### src/rtl/vpd_pkg.sv
// ----------------------------------------------------------------------------
// vpd_pkg: VP8 payload descriptor parser package
// Transaction types, parse phases and parser state shared by the parser.
// ----------------------------------------------------------------------------
`default_nettype none

package vpd_pkg;

  typedef enum logic [2:0] {
    PH_FIRST = 3'd0,
    PH_EXT   = 3'd1,
    PH_PIC1  = 3'd2,
    PH_PIC2  = 3'd3,
    PH_TL0   = 3'd4,
    PH_TK    = 3'd5,
    PH_PAY   = 3'd6
  } phase_e;

  typedef struct packed {
    logic [7:0] payload_byte;
    logic       end_of_packet;
  } in_t;

  typedef struct packed {
    logic        status;
    logic [2:0]  descriptor_length;
    logic        extension_present;
    logic        non_reference;
    logic        partition_start;
    logic [2:0]  partition_index;
    logic [3:0]  present_flags;
    logic [15:0] picture_id;
    logic [7:0]  tl0_index;
    logic [1:0]  temporal_layer;
    logic        y_sync;
    logic [4:0]  key_index;
  } out_t;

  // Descriptor flags gathered from the mandatory and extension octets
  typedef struct packed {
    logic       flag_i;
    logic       flag_l;
    logic       flag_t;
    logic       flag_k;
    logic       flag_x;
    logic       flag_n;
    logic       flag_s;
    logic [2:0] pid;
  } flags_t;

  typedef struct packed {
    phase_e      phase;
    logic        skip_rest;
    logic [2:0]  octets_seen;
    flags_t      flags;
    logic [15:0] pic_acc;
    logic [7:0]  tl0_acc;
    logic [7:0]  lk_acc;
  } state_t;

  localparam logic STATUS_OK      = 1'b0;
  localparam logic STATUS_INVALID = 1'b1;

endpackage

`default_nettype wire

### src/rtl/vpd_step.sv
// ----------------------------------------------------------------------------
// vpd_step: per-byte parse step
// Next parser state and optional result for one accepted payload byte.
// ----------------------------------------------------------------------------
`default_nettype none

module vpd_step (
  input  var vpd_pkg::state_t st_i,
  input  var vpd_pkg::in_t    in_i,
  output vpd_pkg::state_t     st_o,
  output logic                res_valid_o,
  output vpd_pkg::out_t       res_o
);

  logic [7:0]      b;
  logic            tk_any;
  vpd_pkg::phase_e after_tl0;
  vpd_pkg::phase_e after_pic;
  vpd_pkg::out_t   ok_res;
  vpd_pkg::out_t   bad_res;

  assign b = in_i.payload_byte;

  always_comb begin
    bad_res        = '0;
    bad_res.status = vpd_pkg::STATUS_INVALID;

    ok_res                   = '0;
    ok_res.status            = vpd_pkg::STATUS_OK;
    ok_res.descriptor_length = st_i.octets_seen;
    ok_res.extension_present = st_i.flags.flag_x;
    ok_res.non_reference     = st_i.flags.flag_n;
    ok_res.partition_start   = st_i.flags.flag_s;
    ok_res.partition_index   = st_i.flags.pid;
    ok_res.present_flags     = {st_i.flags.flag_i, st_i.flags.flag_l,
                                st_i.flags.flag_t, st_i.flags.flag_k};
    ok_res.picture_id        = st_i.pic_acc;
    ok_res.tl0_index         = st_i.tl0_acc;
    ok_res.temporal_layer    = st_i.flags.flag_t ? st_i.lk_acc[7:6] : 2'd0;
    ok_res.y_sync            = st_i.flags.flag_t & st_i.lk_acc[5];
    ok_res.key_index         = st_i.flags.flag_k ? st_i.lk_acc[4:0] : 5'd0;
  end

  // Phase successors, from the flags held in state (extension octet uses its own)
  always_comb begin
    tk_any    = st_i.flags.flag_t | st_i.flags.flag_k;
    after_tl0 = tk_any ? vpd_pkg::PH_TK : vpd_pkg::PH_PAY;
    after_pic = st_i.flags.flag_l ? vpd_pkg::PH_TL0 : after_tl0;
  end

  always_comb begin
    st_o        = st_i;
    res_valid_o = 1'b0;
    res_o       = bad_res;

    if (!st_i.skip_rest) begin
      unique case (st_i.phase)
        vpd_pkg::PH_EXT: begin
          st_o.flags.flag_i = b[7];
          st_o.flags.flag_l = b[6];
          st_o.flags.flag_t = b[5];
          st_o.flags.flag_k = b[4];
          st_o.octets_seen  = 3'd2;
          if (b[6] && !b[5]) begin
            res_valid_o    = 1'b1;
            st_o.skip_rest = 1'b1;
          end else if (b[7]) begin
            st_o.phase = vpd_pkg::PH_PIC1;
          end else if (b[6]) begin
            st_o.phase = vpd_pkg::PH_TL0;
          end else if (b[5] || b[4]) begin
            st_o.phase = vpd_pkg::PH_TK;
          end else begin
            st_o.phase = vpd_pkg::PH_PAY;
          end
        end
        vpd_pkg::PH_PIC1: begin
          st_o.octets_seen = st_i.octets_seen + 3'd1;
          if (b[7]) begin
            st_o.pic_acc = {b, 8'h00};
            st_o.phase   = vpd_pkg::PH_PIC2;
          end else begin
            st_o.pic_acc = {8'h00, b};
            st_o.phase   = after_pic;
          end
        end
        vpd_pkg::PH_PIC2: begin
          st_o.octets_seen = st_i.octets_seen + 3'd1;
          st_o.pic_acc     = st_i.pic_acc | {8'h00, b};
          st_o.phase       = after_pic;
        end
        vpd_pkg::PH_TL0: begin
          st_o.octets_seen = st_i.octets_seen + 3'd1;
          st_o.tl0_acc     = b;
          st_o.phase       = after_tl0;
        end
        vpd_pkg::PH_TK: begin
          st_o.octets_seen = st_i.octets_seen + 3'd1;
          st_o.lk_acc      = b;
          st_o.phase       = vpd_pkg::PH_PAY;
        end
        vpd_pkg::PH_PAY: begin
          res_valid_o    = 1'b1;
          res_o          = ok_res;
          st_o.skip_rest = 1'b1;
        end
        default: begin
          // mandatory octet; the unused phase code lands here as well
          st_o.pic_acc     = '0;
          st_o.tl0_acc     = '0;
          st_o.lk_acc      = '0;
          st_o.flags       = '0;
          st_o.flags.pid   = b[2:0];
          st_o.flags.flag_x = b[7];
          st_o.flags.flag_n = b[5];
          st_o.flags.flag_s = b[4];
          st_o.octets_seen = 3'd1;
          st_o.phase       = b[7] ? vpd_pkg::PH_EXT : vpd_pkg::PH_PAY;
        end
      endcase

      // packet ended before any payload byte
      if (in_i.end_of_packet && !res_valid_o) begin
        res_valid_o = 1'b1;
        res_o       = bad_res;
      end
    end

    if (in_i.end_of_packet) begin
      st_o       = '0;
      st_o.phase = vpd_pkg::PH_FIRST;
    end
  end

endmodule

`default_nettype wire

### src/rtl/vpd_out_buf.sv
// ----------------------------------------------------------------------------
// vpd_out_buf: result output buffer
// Output register with a skid entry; input is held off once the skid entry is full.
// ----------------------------------------------------------------------------
`default_nettype none

module vpd_out_buf (
  input  var logic          clk_i,
  input  var logic          rst_ni,
  input  var logic          push_i,
  input  var vpd_pkg::out_t push_data_i,
  output logic              space_o,
  output logic              out_valid_o,
  input  var logic          out_ready_i,
  output vpd_pkg::out_t     out_data_o
);

  logic          main_valid_q, main_valid_d;
  logic          skid_valid_q, skid_valid_d;
  vpd_pkg::out_t main_q, main_d;
  vpd_pkg::out_t skid_q, skid_d;
  logic          pop;

  assign pop         = main_valid_q && out_ready_i;
  assign space_o     = !skid_valid_q;
  assign out_valid_o = main_valid_q;
  assign out_data_o  = main_q;

  always_comb begin
    main_valid_d = main_valid_q;
    skid_valid_d = skid_valid_q;
    main_d       = main_q;
    skid_d       = skid_q;
    if (!main_valid_q || pop) begin
      if (skid_valid_q) begin
        main_d       = skid_q;
        main_valid_d = 1'b1;
        skid_valid_d = push_i;
        skid_d       = push_data_i;
      end else begin
        main_d       = push_data_i;
        main_valid_d = push_i;
      end
    end else if (push_i) begin
      skid_d       = push_data_i;
      skid_valid_d = 1'b1;
    end
  end

  always_ff @(posedge clk_i or negedge rst_ni) begin
    if (!rst_ni) begin
      main_valid_q <= 1'b0;
      skid_valid_q <= 1'b0;
    end else begin
      main_valid_q <= main_valid_d;
      skid_valid_q <= skid_valid_d;
    end
  end

  always_ff @(posedge clk_i) begin
    main_q <= main_d;
    skid_q <= skid_d;
  end

endmodule

`default_nettype wire

### src/rtl/vp8_payload_descriptor_parser.sv
// ----------------------------------------------------------------------------
// vp8_payload_descriptor_parser: VP8 RTP payload descriptor parser
// One byte accepted per cycle while the output buffer has space; results are registered.
// Throughput is set by the combinational parse step and the output skid stage.
// Reset clears the parser to the mandatory-octet phase and empties the output.
// ----------------------------------------------------------------------------
`default_nettype none

module vp8_payload_descriptor_parser (
  input  var logic          clk_i,
  input  var logic          rst_ni,
  input  var logic          in_valid_i,
  output logic              in_ready_o,
  input  var vpd_pkg::in_t  in_data_i,
  output logic              out_valid_o,
  input  var logic          out_ready_i,
  output vpd_pkg::out_t     out_data_o
);

  vpd_pkg::state_t st_q, st_d;
  logic            accept;
  logic            res_valid;
  vpd_pkg::out_t   res;
  logic            space;

  assign in_ready_o = space;
  assign accept     = in_valid_i && space;

  vpd_step u_step (
    .st_i        (st_q),
    .in_i        (in_data_i),
    .st_o        (st_d),
    .res_valid_o (res_valid),
    .res_o       (res)
  );

  // all-zero state is the mandatory-octet phase
  always_ff @(posedge clk_i or negedge rst_ni) begin
    if (!rst_ni) begin
      st_q <= '0;
    end else if (accept) begin
      st_q <= st_d;
    end
  end

  vpd_out_buf u_out_buf (
    .clk_i       (clk_i),
    .rst_ni      (rst_ni),
    .push_i      (accept && res_valid),
    .push_data_i (res),
    .space_o     (space),
    .out_valid_o (out_valid_o),
    .out_ready_i (out_ready_i),
    .out_data_o  (out_data_o)
  );

endmodule

`default_nettype wire

### config.mk
export PLATFORM = sky130hd
export DESIGN_NAME = vp8_payload_descriptor_parser
export DESIGN_NICKNAME = d
export VERILOG_FILES = /design/src/rtl/vpd_pkg.sv /design/src/rtl/vpd_step.sv /design/src/rtl/vpd_out_buf.sv /design/src/rtl/vp8_payload_descriptor_parser.sv
export SDC_FILE = /design/constraint.sdc
export NUM_CORES = 1
export LEC_CHECK = 0
export BUFFER_PORTS_ARGS = -buffer_cell sky130_fd_sc_hd__buf_2
export CORE_AREA = 2 2 113 115
export DETAILED_ROUTE_END_ITERATION = 10
export DIE_AREA = 0 0 115 117
export PLACE_DENSITY_LB_ADDON = 0.05
export SYNTH_ARGS = -nofsm -noshare
export SYNTH_HDL_FRONTEND = slang
export SYNTH_SLANG_ARGS = --single-unit
### constraint.sdc
create_clock -name clk_i -period 3.92 [get_ports clk_i]
set_clock_uncertainty 0.1 [all_clocks]
set_input_delay 0.196 -clock clk_i [delete_from_list [all_inputs] [get_ports clk_i]]
set_output_delay 0.196 -clock clk_i [all_outputs]
set_load 0.05 [all_outputs]
======== After elaboration in Yosys (flattened, before gate mapping) ========
Index checks and enable logic that the tools add are counted.
cells by class
  $add $sub $neg .......................... 1
  multipliers ............................. 0
  div/mod/pow operators ................... 0
  magnitude comparators ................... 0
  eq/ne operators ......................... 15
  shift operators ......................... 0
  muxes and demuxes ....................... 36
  bitwise operators ....................... 3
  reduce and logical (&&, ||, !) cells .... 26
operators by type and width
  cell                                                   number
  2-to-1 mux 46 bit                                      7
  2-to-1 mux 49 bit                                      2
  case mux 16 bit (3 select lines)                       1
  case mux 8 bit (2 select lines)                        2
  case mux 3 bit (6 select lines)                        1
  AND reduction 3 bit                                    6
  2-to-1 mux 16 bit                                      1
  OR 16 x 8 -> 16 bit                                    1
  2-to-1 mux 3 bit                                       5
  OR reduction 5 bit                                     3
  inequality test 2 x 1 -> 1 bit, second input constant  6
  == test 3 bit, second input constant                   3
  case mux 3 bit (3 select lines)                        1
  2-to-1 mux 1 bit                                       8
  2-to-1 mux 2 bit                                       4
  case mux 4 bit (2 select lines)                        1
  OR reduction 4 bit                                     2
  == test 3 x 2 -> 1 bit, second input constant          2
  2-to-1 mux 6 bit                                       1
  OR reduction 6 bit                                     1
  logical AND 1 bit                                      5
  2-to-1 mux 5 bit                                       1
  logical NOT 1 bit                                      4
  inequality test 2 bit, second input constant           2
  10 further kinds                                       11
storage, ports and cells
  register bits after elaboration ......... 143
  bits in latches ......................... 0
  bits in writable memories ............... 0
  memory bits (read-only) ................. 0
  bits of input ports ..................... 13
  word-level logic and storage cells ...... 121
  memories kept ........................... 0

======== Logic depth before layout (Yosys ltp) ========
  word-level depth ........................ 12
  gate-level depth with buffers ........... 7

======== By module ========
From an unflattened synthesis, not the netlist that was laid out.
unflattened totals
  cell total of the unflattened synthesis .. 499
  area total of the unflattened synthesis .. 6,747.7 um^2
modules (own cells, without submodules)
  module                         times used  cells each  area an instance (um^2)  sequential area each (um^2)
  vpd_out_buf                    1           152         3,443.3                  2,812.7
  vp8_payload_descriptor_parser  1           105         1,863.0                  1,226.2
  vpd_step                       1           242         1,441.4                  0.0

======== Least setup slack after synthesis ========
No wires, ideal clock.
  path kind ............................... flip-flop to flip-flop
  start point ............................. register u_out_buf.main_valid_q (netlist: u_out_buf.out_valid_o)
  end point ............................... register u_out_buf.skid_q[0] (netlist bit), enable pin
  setup time .............................. 0.402 ns
  arrival time ............................ 2.720 ns
  data required time ...................... 3.418 ns
  slack ................................... 0.698 ns
  cell stages (with the launch flop) ...... 5
  buffers on the path ..................... 0
  path through ............................ dfrtp_1 > nor2b_1 > inv_1 > nor2_1 > a21o_1
between the ends
  word-level cells in the longest chain between the ends .. 4
  elaborated cells on any way between the ends .. 6
RTL lines
  item                                                                            RTL line                              RTL
  start, declared                                                                 vpd_out_buf.sv:18                     logic main_valid_q, main_valid_d;
  start signal, assigned                                                          vpd_out_buf.sv:55                     main_valid_q <= main_valid_d;
  logical NOT 1 bit or logical AND 1 bit (tied branches)                          vpd_out_buf.sv:34, vpd_out_buf.sv:24
  logical OR 1 bit (*)                                                            vpd_out_buf.sv:34                     if (!main_valid_q || pop) begin
  inequality test 2 x 1 -> 1 bit (no line) or nonzero test 2 bit (tied branches)  n/a
  AND reduction 2 bit (no line) (*)                                               n/a
  end signal, assigned                                                            vpd_out_buf.sv:62                     skid_q <= skid_d;
  end, declared                                                                   vpd_out_buf.sv:21                     vpd_pkg::out_t skid_q, skid_d;
Every way passes the cells marked *; elsewhere a longest branch is shown, timed or not.
A chain may end at the register's enable or synchronous reset.

======== Worst setup path in the final report ========
  start point ............................. register st_q[47] (netlist bit)
  end point ............................... register u_out_buf.skid_q[0] (netlist bit), enable pin
between the ends
  word-level cells in the longest chain between the ends .. 10
  elaborated cells on any way between the ends .. 11
RTL lines
  item                                                     RTL line                             RTL
  start, declared                                          vp8_payload_descriptor_parser.sv:20  vpd_pkg::state_t st_q, st_d;
  start signal, assigned                                   vp8_payload_descriptor_parser.sv:42  st_q <= st_d;
  == test 3 bit or == test 3 x 1 -> 1 bit (tied branches)  vpd_step.sv:57                       unique case (st_i.phase)
  case mux 1 bit (2 select lines) (*)                      vpd_step.sv:57
  2-to-1 mux 1 bit (*)                                     vpd_step.sv:56                       if (!st_i.skip_rest) begin
  logical NOT 1 bit                                        vpd_step.sv:123                      if (in_i.end_of_packet && !res_valid_o) begin
  logical AND 1 bit                                        vpd_step.sv:123
  2-to-1 mux 1 bit (*)                                     vpd_step.sv:123
  2-to-1 mux 1 bit (*)                                     vpd_step.sv:56
  logical AND 1 bit (*)                                    vp8_payload_descriptor_parser.sv:49  .push_i (accept && res_valid),
  nonzero test 2 bit (no line) (*)                         n/a
  AND reduction 2 bit (no line) (*)                        n/a
Every way passes the cells marked *; elsewhere a longest branch is shown, timed or not. The select of a mux whose other input is x is not followed.

==> impl_metrics.toml <==
[clocking]
cts_root_buf = "clkbuf_16"
cts_tree = "done"
path_clk_slew_ns = 0.06
clock-sinks = 143
numCtsBuffers = 17
insertion_delay_ns = 0.42
htree_levels = 4
clock_path_buffers = 2
cts_resized = 0

[route]
drtIter0Drc = 249
finalWirelength_um = 11800
wl_per_cell_um = 17.4
final_antenna_net_count = 0
dr_total_vias = 3658
dr.pass1.iters = 4
drc_errors = 0
viasPerCell = 5.39

[sta]
rsz0062_at_grt = "false"
slew_headroom_pct = 31.4
hold_viol_final = 0
finalMaxSlewViolations = 0
period_minus_slack_ns = 2.84
setup_tns_ns = 0
final-setup-viol-count = 0
period_share_pct = 72.4
tightest_slew_ns = 1.03
max_freq_mhz = 353

[flow_run]
cap_violations = 0

[worst_setup_path]
critPathRequiredTime_ns = 3.92
critPathMaxFanout = 22
cp-start-kind = "register"
critPathCaptureType = "register"
path_class = "reg2reg"
crit_arrival_ns = 2.84

[power_and_ir_drop]
power.total_uw = 4400
p_leak_uw = 0.00305
irDropWorstVdd_uv = 282
powerDensity_nw_per_um2 = 611

[synth]
synth_edf_count = 92
async_reset_ff_share_pct = 35.7
syn-mean-instance-area_um2 = 13.5
synth_nets = 462
yosys_register_bits = 143
synth_top_area_share_pct = 45.8
synth_area_leader_cell = "edfxtp_1"
syn-instance-count = 448
synth_cell_types = 47
synth_area_um2 = 6030
yosys-top-cells-area = "edfxtp_1, dfrtp_1, mux2_2"
synth_seq_area_share_pct = 67.0
yosys_warnings = 0
synth_ff_type = "edfxtp_1"

[global_route]
overflow = 0
track_usage_pct = 19.3
grt_pass1_wl_um = 19300
antenna_found_initial = 0
grt_max_degree = 52
grt_pass1_vias = 3502

[placement]
port_buffers = 60
place_congestion = 0.840
hpwl_um = 7460

[die]
rows = 41
initial_core_util_pct = 49.0
fp.dieW_um = 115
dieArea_um2 = 13500
core_um2 = 12300
die_h_um = 117
io_pins = 61

[outcome]
outcome = "completed"

[finish]
area_delta_synth_final_pct = 19.4
drive_gt1_share_pct = 28.0
fillerInstances = 1012
antenna_cells = 0
final_net_count = 530

[hold_path]
hold_class = "in2reg"
[cell usage in the layout, fill, tap and decap left out, types with 3 or more instances in the layout]
| cell | n |
|---|---|
| clkbuf_16 | 17 |
| nor2b_1 | 3 |
| bufinv_16 | 6 |
| and2_1 | 32 |
| clkinvlp_4 | 3 |
| a32o_1 | 8 |
| dlygate4sd3_1 | 7 |
| nor2_1 | 23 |
| nand2b_1 | 3 |
| nor3b_1 | 3 |
| mux2i_1 | 9 |
| a21oi_1 | 4 |
| and3_1 | 9 |
| buf_2 | 60 |
| clkinv_4 | 3 |
| buf_4 | 8 |
| mux2_2 | 41 |
| o31ai_1 | 27 |
| edfxtp_1 | 92 |
| nand2_1 | 57 |
| dfrtp_1 | 51 |
| o21ai_0 | 12 |
| inv_1 | 11 |
[what timing repair did]
| item | CTS | global route |
|---|---|---|
| setup buffers | 0 | 0 |
| endpoints found under the hold margin | 61 | 0 |
| hold buffers | 7 | 0 |
[critical path: stages (launching register included)]
cell     delay, ns
dfrtp_1       0.58
or3b_1        0.56
o21ai_0       0.22
o211a_1       0.20
a21o_2        0.48
buf_4         0.36
[path summary, 6_finish.rpt]
check | from | end | slack [ns] | cells past startpoint
min | in_data_i[7] | st_q[30] | 0.02 | 3
max | st_q[47] | u_out_buf.skid_q[0] | 1.08 | 5
max in group asynchronous | rst_ni | st_q[25] | 2.95 | 3
min reg2reg | st_q[15] | st_q[15] | 0.37 | 2
max reg2reg | st_q[47] | u_out_buf.skid_q[0] | 1.08 | 5
min in group asynchronous | rst_ni | st_q[36] | 0.32 | 3
[cells by family after synthesis]
| family | after synthesis | synth area share (%) |
|---|---|---|
| AOI/OAI and AO/OA | 70 | 8.88 |
| muxes | 50 | 9.15 |
| xor gates and xnor gates | 1 | 0.145 |
| DFF | 143 | 67.0 |
| buffers and inverters | 39 | 2.76 |
| and+or+nand+nor | 144 | 11.9 |
| adders and majority gates | 1 | 0.207 |
[sequential cells by signal, indices dropped and copies added, names as in the netlist]
register / cells
st_q: 49
u_out_buf.skid_valid_q: 1
u_out_buf.skid_q: 46
u_out_buf.out_data_o: 46
u_out_buf.out_valid_o: 1
[through the flow]
stage	util [%]	cells	area [um^2]	hold WS, ns	worst slack [ns]
2_1_floorplan	-	448	6030	-0.200	0.698
3_3_place_gp	52.5	640	6460	0.261	1.11
3_5_place_dp	52.5	640	6460	0.263	1.09
4_1_cts	58.5	679	7200	0.00265	1.07
5_1_grt	58.5	679	7200	0.0233	0.893
6_report	58.5	679	7200	0.0165	1.08
[layout make-up]
| cell class | instances | area, um^2 | share of cell area, % |
|---|---|---|---|
| Sequential cell | 143 | 4040 | 56.1 |
| Inverter | 13 | 48.8 | 0.678 |
| Multi-Input combinational cell | 266 | 1830 | 25.4 |
| Tap cell | 150 | 188 | 2.61 |
| Clock inverter | 15 | 243 | 3.37 |
| Timing Repair Buffer | 75 | 430 | 5.98 |
| Clock buffer | 17 | 425 | 5.91 |
[synthesized netlist by cell type (all sizes together), types with 4 or more instances]
cell type	instances
a21oi	4
dfrtp	51
nor2	23
edfxtp	92
and3	9
inv	13
o21ai	12
a32o	8
mux2	41
buf	12
o31ai	27
clkbuf	14
and2	32
mux2i	9
nand2	57
[power by group]
group	switching, uW	leakage, uW	internal [uW]	total, uW
logic	546	0.00111	185	732
clock network	610	0.000316	1190	1800
registers	89.7	0.00162	1780	1870
[routing by layer]
layer	up-vias	routed length (um)	track usage [%]
met5	-	0	0
met4	0	152	7.23
met3	10	525	5.41
met2	81	5540	29.2
met1	1783	5580	26.9
li1	1784	-	-
No activity file was read; power rests on OpenSTA's default activity.
